$ cat src/sv/u2l_pkg.sv
// Package for the UTF-8 to 8-bit character decoder.
// Holds the decoder state, the result item and pair types, error codes and queue sizes.
// No dependencies; every other file of the block imports it.
`default_nettype none

package u2l_pkg;

    localparam int QUEUE_DEPTH = 4;
    localparam int QPTR_W      = $clog2(QUEUE_DEPTH);
    localparam int QCNT_W      = $clog2(QUEUE_DEPTH + 1);

    localparam logic [7:0] QMARK = 8'h3F;

    localparam logic [2:0] ERR_NONE       = 3'd0;
    localparam logic [2:0] ERR_STRAY      = 3'd1;
    localparam logic [2:0] ERR_BAD_LEAD   = 3'd2;
    localparam logic [2:0] ERR_INCOMPLETE = 3'd3;
    localparam logic [2:0] ERR_OVERLONG   = 3'd4;
    localparam logic [2:0] ERR_NONCHAR    = 3'd5;

    typedef struct packed {
        logic [30:0] code_accum;
        logic [2:0]  bytes_due;
        logic [2:0]  seq_length;
    } u2l_state_t;

    typedef struct packed {
        logic [7:0] char_out;
        logic [2:0] error_kind;
        logic       last_of_run;
        logic       text_done;
    } u2l_result_t;

    typedef struct packed {
        u2l_result_t res1;
        u2l_result_t res0;
        logic [1:0]  count;
    } u2l_pair_t;

endpackage

`default_nettype wire

$ cat src/sv/u2l_decode.sv
// Combinational decode step: one input byte against the current decoder state.
// Produces the next state and zero, one or two result items. Depends on u2l_pkg.
`default_nettype none

module u2l_decode
    import u2l_pkg::*;
(
    input  wire logic [7:0] byte_in,
    input  wire logic       end_of_text,
    input  wire u2l_state_t state,
    output u2l_state_t      state_next,
    output u2l_pair_t       results
);

    logic        is_cont;
    logic [30:0] acc_shift;
    logic [2:0]  due_dec;
    logic        too_small;
    logic [7:0]  fin_char;
    logic [2:0]  fin_err;

    always_comb
    begin
        is_cont   = (byte_in[7:6] == 2'b10);
        acc_shift = {state.code_accum[24:0], byte_in[5:0]};
        due_dec   = state.bytes_due - 3'd1;

        unique case (state.seq_length)
            3'd2:    too_small = (acc_shift[30:7] == '0) && (acc_shift != '0);
            3'd3:    too_small = (acc_shift[30:11] == '0);
            3'd4:    too_small = (acc_shift[30:16] == '0);
            3'd5:    too_small = (acc_shift[30:21] == '0);
            3'd6:    too_small = (acc_shift[30:26] == '0);
            default: too_small = 1'b0;
        endcase

        if (too_small)
        begin
            fin_char = QMARK;
            fin_err  = ERR_OVERLONG;
        end
        else if (acc_shift == 31'h0000FFFE || acc_shift == 31'h0000FFFF)
        begin
            fin_char = QMARK;
            fin_err  = ERR_NONCHAR;
        end
        else if (acc_shift[30:8] != '0)
        begin
            fin_char = QMARK;
            fin_err  = ERR_NONE;
        end
        else
        begin
            fin_char = acc_shift[7:0];
            fin_err  = ERR_NONE;
        end
    end

    u2l_result_t res [2];
    logic [1:0]  cnt;
    u2l_state_t  st;

    always_comb
    begin
        res[0] = '0;
        res[1] = '0;
        cnt    = 2'd0;
        st     = state;

        if (state.bytes_due != 3'd0 && is_cont)
        begin
            st.code_accum = acc_shift;
            st.bytes_due  = due_dec;
            if (due_dec == 3'd0)
            begin
                res[cnt[0]] = '{char_out: fin_char, error_kind: fin_err,
                                last_of_run: 1'b0, text_done: 1'b0};
                cnt = cnt + 2'd1;
                st  = '0;
            end
        end
        else
        begin
            if (state.bytes_due != 3'd0)
            begin
                res[cnt[0]] = '{char_out: QMARK, error_kind: ERR_INCOMPLETE,
                                last_of_run: 1'b0, text_done: 1'b0};
                cnt = cnt + 2'd1;
                st  = '0;
            end
            priority casez (byte_in)
                8'b10??????:
                begin
                    res[cnt[0]] = '{char_out: QMARK, error_kind: ERR_STRAY,
                                    last_of_run: 1'b0, text_done: 1'b0};
                    cnt = cnt + 2'd1;
                end
                8'b110?????:
                begin
                    st = '{code_accum: 31'(byte_in[4:0]), bytes_due: 3'd1, seq_length: 3'd2};
                end
                8'b1110????:
                begin
                    st = '{code_accum: 31'(byte_in[3:0]), bytes_due: 3'd2, seq_length: 3'd3};
                end
                8'b11110???:
                begin
                    st = '{code_accum: 31'(byte_in[2:0]), bytes_due: 3'd3, seq_length: 3'd4};
                end
                8'b111110??:
                begin
                    st = '{code_accum: 31'(byte_in[1:0]), bytes_due: 3'd4, seq_length: 3'd5};
                end
                8'b1111110?:
                begin
                    st = '{code_accum: 31'(byte_in[0]), bytes_due: 3'd5, seq_length: 3'd6};
                end
                8'b1111111?:
                begin
                    res[cnt[0]] = '{char_out: QMARK, error_kind: ERR_BAD_LEAD,
                                    last_of_run: 1'b0, text_done: 1'b0};
                    cnt = cnt + 2'd1;
                end
                default:
                begin
                    res[cnt[0]] = '{char_out: byte_in, error_kind: ERR_NONE,
                                    last_of_run: 1'b0, text_done: 1'b0};
                    cnt = cnt + 2'd1;
                end
            endcase
        end

        if (end_of_text && st.bytes_due != 3'd0)
        begin
            res[cnt[0]] = '{char_out: QMARK, error_kind: ERR_INCOMPLETE,
                            last_of_run: 1'b0, text_done: 1'b0};
            cnt = cnt + 2'd1;
            st  = '0;
        end

        if (cnt != 2'd0)
        begin
            res[cnt[1]].last_of_run = 1'b1;
            res[cnt[1]].text_done   = end_of_text;
        end
    end

    assign state_next = st;
    assign results    = '{res1: res[1], res0: res[0], count: cnt};

endmodule

`default_nettype wire

$ cat src/sv/u2l_result_queue.sv
// Small result queue that takes up to two result items per cycle and hands out one.
// Its fill level sets the input stall. Depends on u2l_pkg.
`default_nettype none

module u2l_result_queue
    import u2l_pkg::*;
(
    input  wire logic      clk,
    input  wire logic      rst_n,
    input  wire u2l_pair_t push,
    output logic           full,
    output logic           out_valid,
    input  wire logic      out_stall,
    output u2l_result_t    out_item
);

    u2l_result_t       entry_reg [QUEUE_DEPTH];
    logic [QPTR_W-1:0] head_reg;
    logic [QPTR_W-1:0] head_next;
    logic [QPTR_W-1:0] tail_reg;
    logic [QPTR_W-1:0] tail_next;
    logic [QCNT_W-1:0] count_reg;
    logic [QCNT_W-1:0] count_next;
    logic              pop;

    assign pop       = out_valid && !out_stall;
    assign out_valid = (count_reg != '0);
    assign out_item  = entry_reg[head_reg];
    assign full      = (count_reg > QCNT_W'(QUEUE_DEPTH - 2));

    always_comb
    begin
        head_next  = head_reg + QPTR_W'(pop);
        tail_next  = tail_reg + QPTR_W'(push.count);
        count_next = count_reg + QCNT_W'(push.count) - QCNT_W'(pop);
    end

    always_ff @(posedge clk or negedge rst_n)
    begin
        if (!rst_n)
        begin
            head_reg  <= '0;
            tail_reg  <= '0;
            count_reg <= '0;
        end
        else
        begin
            head_reg  <= head_next;
            tail_reg  <= tail_next;
            count_reg <= count_next;
        end
    end

    always_ff @(posedge clk)
    begin
        if (push.count != 2'd0)
        begin
            entry_reg[tail_reg] <= push.res0;
        end
        if (push.count == 2'd2)
        begin
            entry_reg[tail_reg + QPTR_W'(1)] <= push.res1;
        end
    end

endmodule

`default_nettype wire

$ cat src/sv/utf8_to_latin1_decoder.sv
// Top level of the UTF-8 to 8-bit character decoder.
// Instantiates u2l_decode and u2l_result_queue; depends on u2l_pkg.
//
// The block takes one byte of UTF-8 text per item and returns 8-bit characters: code
// points below 0x100 pass through, all others and malformed input come out as '?' with
// an error code. An input byte can be taken in every cycle in which in_stall is low; its
// results are registered in the result queue and appear in the cycle after acceptance
// at the earliest, at most one result item per cycle. Each byte gives zero, one or two
// results, which wait in a four-entry result queue; the input stalls while that queue
// holds more than two results.
`default_nettype none

module utf8_to_latin1_decoder
    import u2l_pkg::*;
(
    input  wire logic       clk,
    input  wire logic       rst_n,
    input  wire logic       in_valid,
    output logic            in_stall,
    input  wire logic [7:0] byte_in,
    input  wire logic       end_of_text,
    output logic            out_valid,
    input  wire logic       out_stall,
    output logic [7:0]      char_out,
    output logic [2:0]      error_kind,
    output logic            last_of_run,
    output logic            text_done
);

    u2l_state_t  state_reg;
    u2l_state_t  state_next;
    u2l_pair_t   step_results;
    u2l_pair_t   push;
    u2l_result_t head_item;
    logic        queue_full;
    logic        accept;

    assign in_stall = queue_full;
    assign accept   = in_valid && !queue_full;

    u2l_decode u_decode (
        .byte_in     (byte_in),
        .end_of_text (end_of_text),
        .state       (state_reg),
        .state_next  (state_next),
        .results     (step_results)
    );

    always_comb
    begin
        push = step_results;
        if (!accept)
        begin
            push.count = 2'd0;
        end
    end

    always_ff @(posedge clk or negedge rst_n)
    begin
        if (!rst_n)
        begin
            state_reg <= '0;
        end
        else if (accept)
        begin
            state_reg <= state_next;
        end
    end

    u2l_result_queue u_queue (
        .clk       (clk),
        .rst_n     (rst_n),
        .push      (push),
        .full      (queue_full),
        .out_valid (out_valid),
        .out_stall (out_stall),
        .out_item  (head_item)
    );

    assign char_out    = head_item.char_out;
    assign error_kind  = head_item.error_kind;
    assign last_of_run = head_item.last_of_run;
    assign text_done   = head_item.text_done;

endmodule

`default_nettype wire
$ cat config.mk
export PLATFORM = sky130hd
export DESIGN_NAME = utf8_to_latin1_decoder
export DESIGN_NICKNAME = d
export VERILOG_FILES = /design/src/sv/u2l_pkg.sv /design/src/sv/u2l_decode.sv /design/src/sv/u2l_result_queue.sv /design/src/sv/utf8_to_latin1_decoder.sv
export SDC_FILE = /design/constraint.sdc
export NUM_CORES = 1
export LEC_CHECK = 0
export ABC_AREA = 0
export BUFFER_PORTS_ARGS = -buffer_cell sky130_fd_sc_hd__buf_2
export CORE_MARGIN = 2
export CORE_UTILIZATION = 66
export CTS_CLUSTER_DIAMETER = 80
export DETAILED_ROUTE_END_ITERATION = 10
export HOLD_SLACK_MARGIN = 0.15
export PLACE_DENSITY = 0.86
export SYNTH_ARGS = -nofsm -noshare
export SYNTH_HDL_FRONTEND = slang
export SYNTH_SLANG_ARGS = --single-unit
export TNS_END_PERCENT = 1
$ cat constraint.sdc
create_clock -name clk -period 7.12 [get_ports clk]
set_input_delay 0 -clock clk [delete_from_list [all_inputs] [get_ports clk]]
set_output_delay 0 -clock clk [all_outputs]
set_load 0.05 [all_outputs]
==> results by group <==
Run status
  – Status: finished clean

Routing
  – Final WL: 12400 um
  – Initial DRC Count: ~480
  – Wire per inst: 20.4 um
  – Vias/cell: 6.83
  – DR pass1 iterations: 6
  – Post-DRT Antenna Nets: 0
  – Drt drc: 0
  – Vias: 4150

Yosys
  – #FFs+latches synth: 90
  – Main synth FF type: edfxtp_1
  – Netlist Area Pre-Place: 0.00518 mm2
  – Yosys warning total: 0
  – Synth async-reset ratio: 0.422
  – Netlist cell types: 69
  – EDFF count, synth: 52
  – Post-Syn Nets: 508
  – Sequential share of the synthesized area: 0.485
  – Average size of a mapped cell: 10.7 um2
  – Cell count after synthesis: 484

Clocking
  – CTS clk-pin slew, worst paths: roughly 0.10 ns
  – # hold bufs at CTS: 10
  – Clock root buffer: clkbuf_8
  – Clk buf depth: 2
  – CTS Sinks: 90
  – Post-CTS sizing: 0
  – H-Tree Depth: 3
  – Post-CTS setup buffers: 0
  – CTS Buf Count: 9
  – Clk_lat worst skew: between 0.3 and 0.4 ns
  – CTS tree: done

Worst setup path
  – FF-to-FF setup slack: 1.93 ns
  – Worst path slowest cell: nor2b_1
  – Worst flop-to-flop path endpoint: u_queue.entry_reg[3][3]$_DFFE_PP_
  – Worst setup EP type: flop
  – Worst path buffer plus inverter count: 2
  – Most Frequent Cell on Critical Path: nor2_1
  – Cell breakdown of the critical path: inv_1 > ha_1 > nor2b_1 > inv_2 > ha_1 > a21oi_1 > nor2_1 > nor2_1 > mux2i_1 > a21boi_0 > nor2_1
  – FF-to-FF Start: state_reg[3]$_DFFE_PN0P_
  – Worst setup path class: flop to flop
  – Family with the most delay on the worst path: simple AND/OR/NAND/NOR gates
  – Crit path DAT: 5.23 ns
  – Max Fanout on Critical Path: 18
  – Highest cell delay on the worst timing path: 0.95 ns
  – Startpoint types: flop
  – R2R depth: 11
  – Required time of the critical path: 7.15 ns

Floorplan
  – I/O pin count: 28
  – Row count: 32
  – Die footprint: 0.00858 mm2
  – Initial Utilization: 0.678
  – Core region area: 0.00765 mm2
  – Die Wd: approximately 93 um
  – Die Ht: 92.6 um

Final layout
  – Final cell count without fillers: 608
  – Antenna Cells: 0
  – Fraction of layout cells with a size suffix above 1: 0.150
  – Max reg flops: 52
  – Fin nets: 525
  – Area delta synth->final: 7.92%

Worst hold path
  – Worst hold path cell count: 3
  – HP Class: input port to flop
  – Hold path startpoint: byte_in[6]
  – Hold endpoint: state_reg[10]$_DFFE_PN0P_

Place
  – IO buf count: 27
  – GP Congestion: 0.954
  – Post-DP HPWL: 8680 um
  – Placed insts: 582

Pwr
  – Static Leak: between 2 and 2.5 nW
  – Power density over cell area: 459 mW/mm2
  – VDD IR max: 0.201 mV

Timing
  – Unrepaired setup endpoints after global routing: no
  – Skew final: approximately 0.011 ns
  – Fmax: 0.193 GHz
  – Minimum clock period: 5.19 ns
  – Final setup vio count: 0
  – Total negative slack: 0 ns
  – Fin crit share: 0.729
  – Final hold violation count: 0
  – Pin slew with the least headroom to its limit: ~1.2 ns
  – Slew Limit Fails: 0
  – Max_slew headroom: 0.197

Global routing
  – Vias in the first global route: 4117
  – GR Util met3: 0.0553
  – Total global-route track usage: 0.307
  – Met1 Use GR: 0.422
  – Initial antenna violation count: 0
  – Grt met2 use: 0.505
  – Largest net degree at the start of global routing: 39
  – First-pass GRT wire length: 20400 um
  – Gr busiest metal: met2
  – GRT overflow: 0

Run
  – Max capacitance violation total: 0
## how the worst max path moves through the flow
| stage | endpoint | start | slack (ns) | depth (start not counted) |
|---|---|---|---|---|
| after global placement | u_queue.entry_reg[3][5]$_DFFE_PP_ | state_reg[3]$_DFFE_PN0P_ | 2.46 | 11 |
| after floorplan | u_queue.entry_reg[0][0]$_DFFE_PP_ | state_reg[3]$_DFFE_PN0P_ | 2.97 | 12 |
| after CTS | u_queue.entry_reg[3][3]$_DFFE_PP_ | state_reg[3]$_DFFE_PN0P_ | 2.15 | 11 |
| after global routing | u_queue.entry_reg[3][3]$_DFFE_PP_ | state_reg[3]$_DFFE_PN0P_ | 1.67 | 11 |
| final | u_queue.entry_reg[3][3]$_DFFE_PP_ | state_reg[3]$_DFFE_PN0P_ | 1.93 | 11 |
| after detailed placement | u_queue.entry_reg[3][7]$_DFFE_PP_ | state_reg[3]$_DFFE_PN0P_ | 2.18 | 11 |
## layout make-up
cell class | count | area (um2)
clock buffer | 9 | 124
clock inverter | 7 | 95.1
fill | 515 | 2050
inverter | 14 | 52.6
multi-input combinational | 347 | 2430
sequential | 90 | 2510
tap | 102 | 128
timing repair buffer | 39 | 250
## Yosys cell counts (9+ instances only)
cell type / number / share of area
mux4_2: 13 / 0.056
nand2_1: 40 / 0.029
edfxtp_1: 52 / 0.30
o21ai_0: 21 / 0.020
a21oi_1: 15 / 0.014
a31oi_1: 24 / 0.029
nor2_1: 57 / 0.041
dfrtp_1: 38 / 0.18
inv_1: 12 / 0.0087
a22o_1: 22 / 0.037
o22ai_1: 9 / 0.011
ha_1: 10 / 0.024
buf_2: 14 / 0.014
nor3_1: 22 / 0.021
## cell families (layout without fill, tap and decap cells)
| logic type | Yosys count | after routing | synth area share |
|---|---|---|---|
| muxes | 21 | 21 | 0.0792 |
| DFF | 90 | 90 | 0.485 |
| AOI/OAI and AO/OA | 139 | 139 | 0.194 |
| adders and majority gates | 11 | 11 | 0.0280 |
| xor gates and xnor gates | 6 | 6 | 0.0101 |
| and+or+nand+nor | 170 | 170 | 0.155 |
| buffers and inverters | 47 | 69 | 0.0490 |
## where the power goes
group / switching (mW) / internal, mW / total [mW]
Sequential: 0.112 / 0.733 / 0.845
Clock: 0.205 / 0.173 / 0.377
Combinational: 0.904 / 0.441 / 1.35
## tightest hold or removal path, stage by stage
cell and delay, ns:
buf_2 0.19, nand2_1 0.16, a32o_1 0.18
## layer usage
metal  up-vias  wire length [um]
li1       1882                 -
met1      1954              4870
met2       282              6100
met3        32              1190
met4         0               215
met5         -                 0
## layout by cell type, fill, tap and decap left out, drive strengths merged, types with 15 or more instances in the layout
cell,netlist,routed
o21ai,26,26
inv,13,16
a21oi,15,15
buf,26,29
dfrtp,38,38
nor3,22,22
edfxtp,52,52
a31oi,24,24
nor2,57,57
a22o,22,22
nand2,40,40
## through the flow
step / utilization / power (mW) / area [um2] / setup slack [ns] / hold slack (ns)
final: 0.731 / 2.57 / 5590 / 1.93 / 0.198
after global routing: 0.731 / 2.71 / 5590 / 1.67 / 0.195
after CTS: 0.731 / 2.55 / 5590 / 2.15 / 0.179
after detailed placement: 0.690 / 2.17 / 5270 / 2.18 / 0.164
after global placement: 0.690 / 2.12 / 5270 / 2.46 / 0.135
after floorplan: - / 1.92 / 5180 / 2.97 / -0.296
Power figures use the tool's default switching activity.
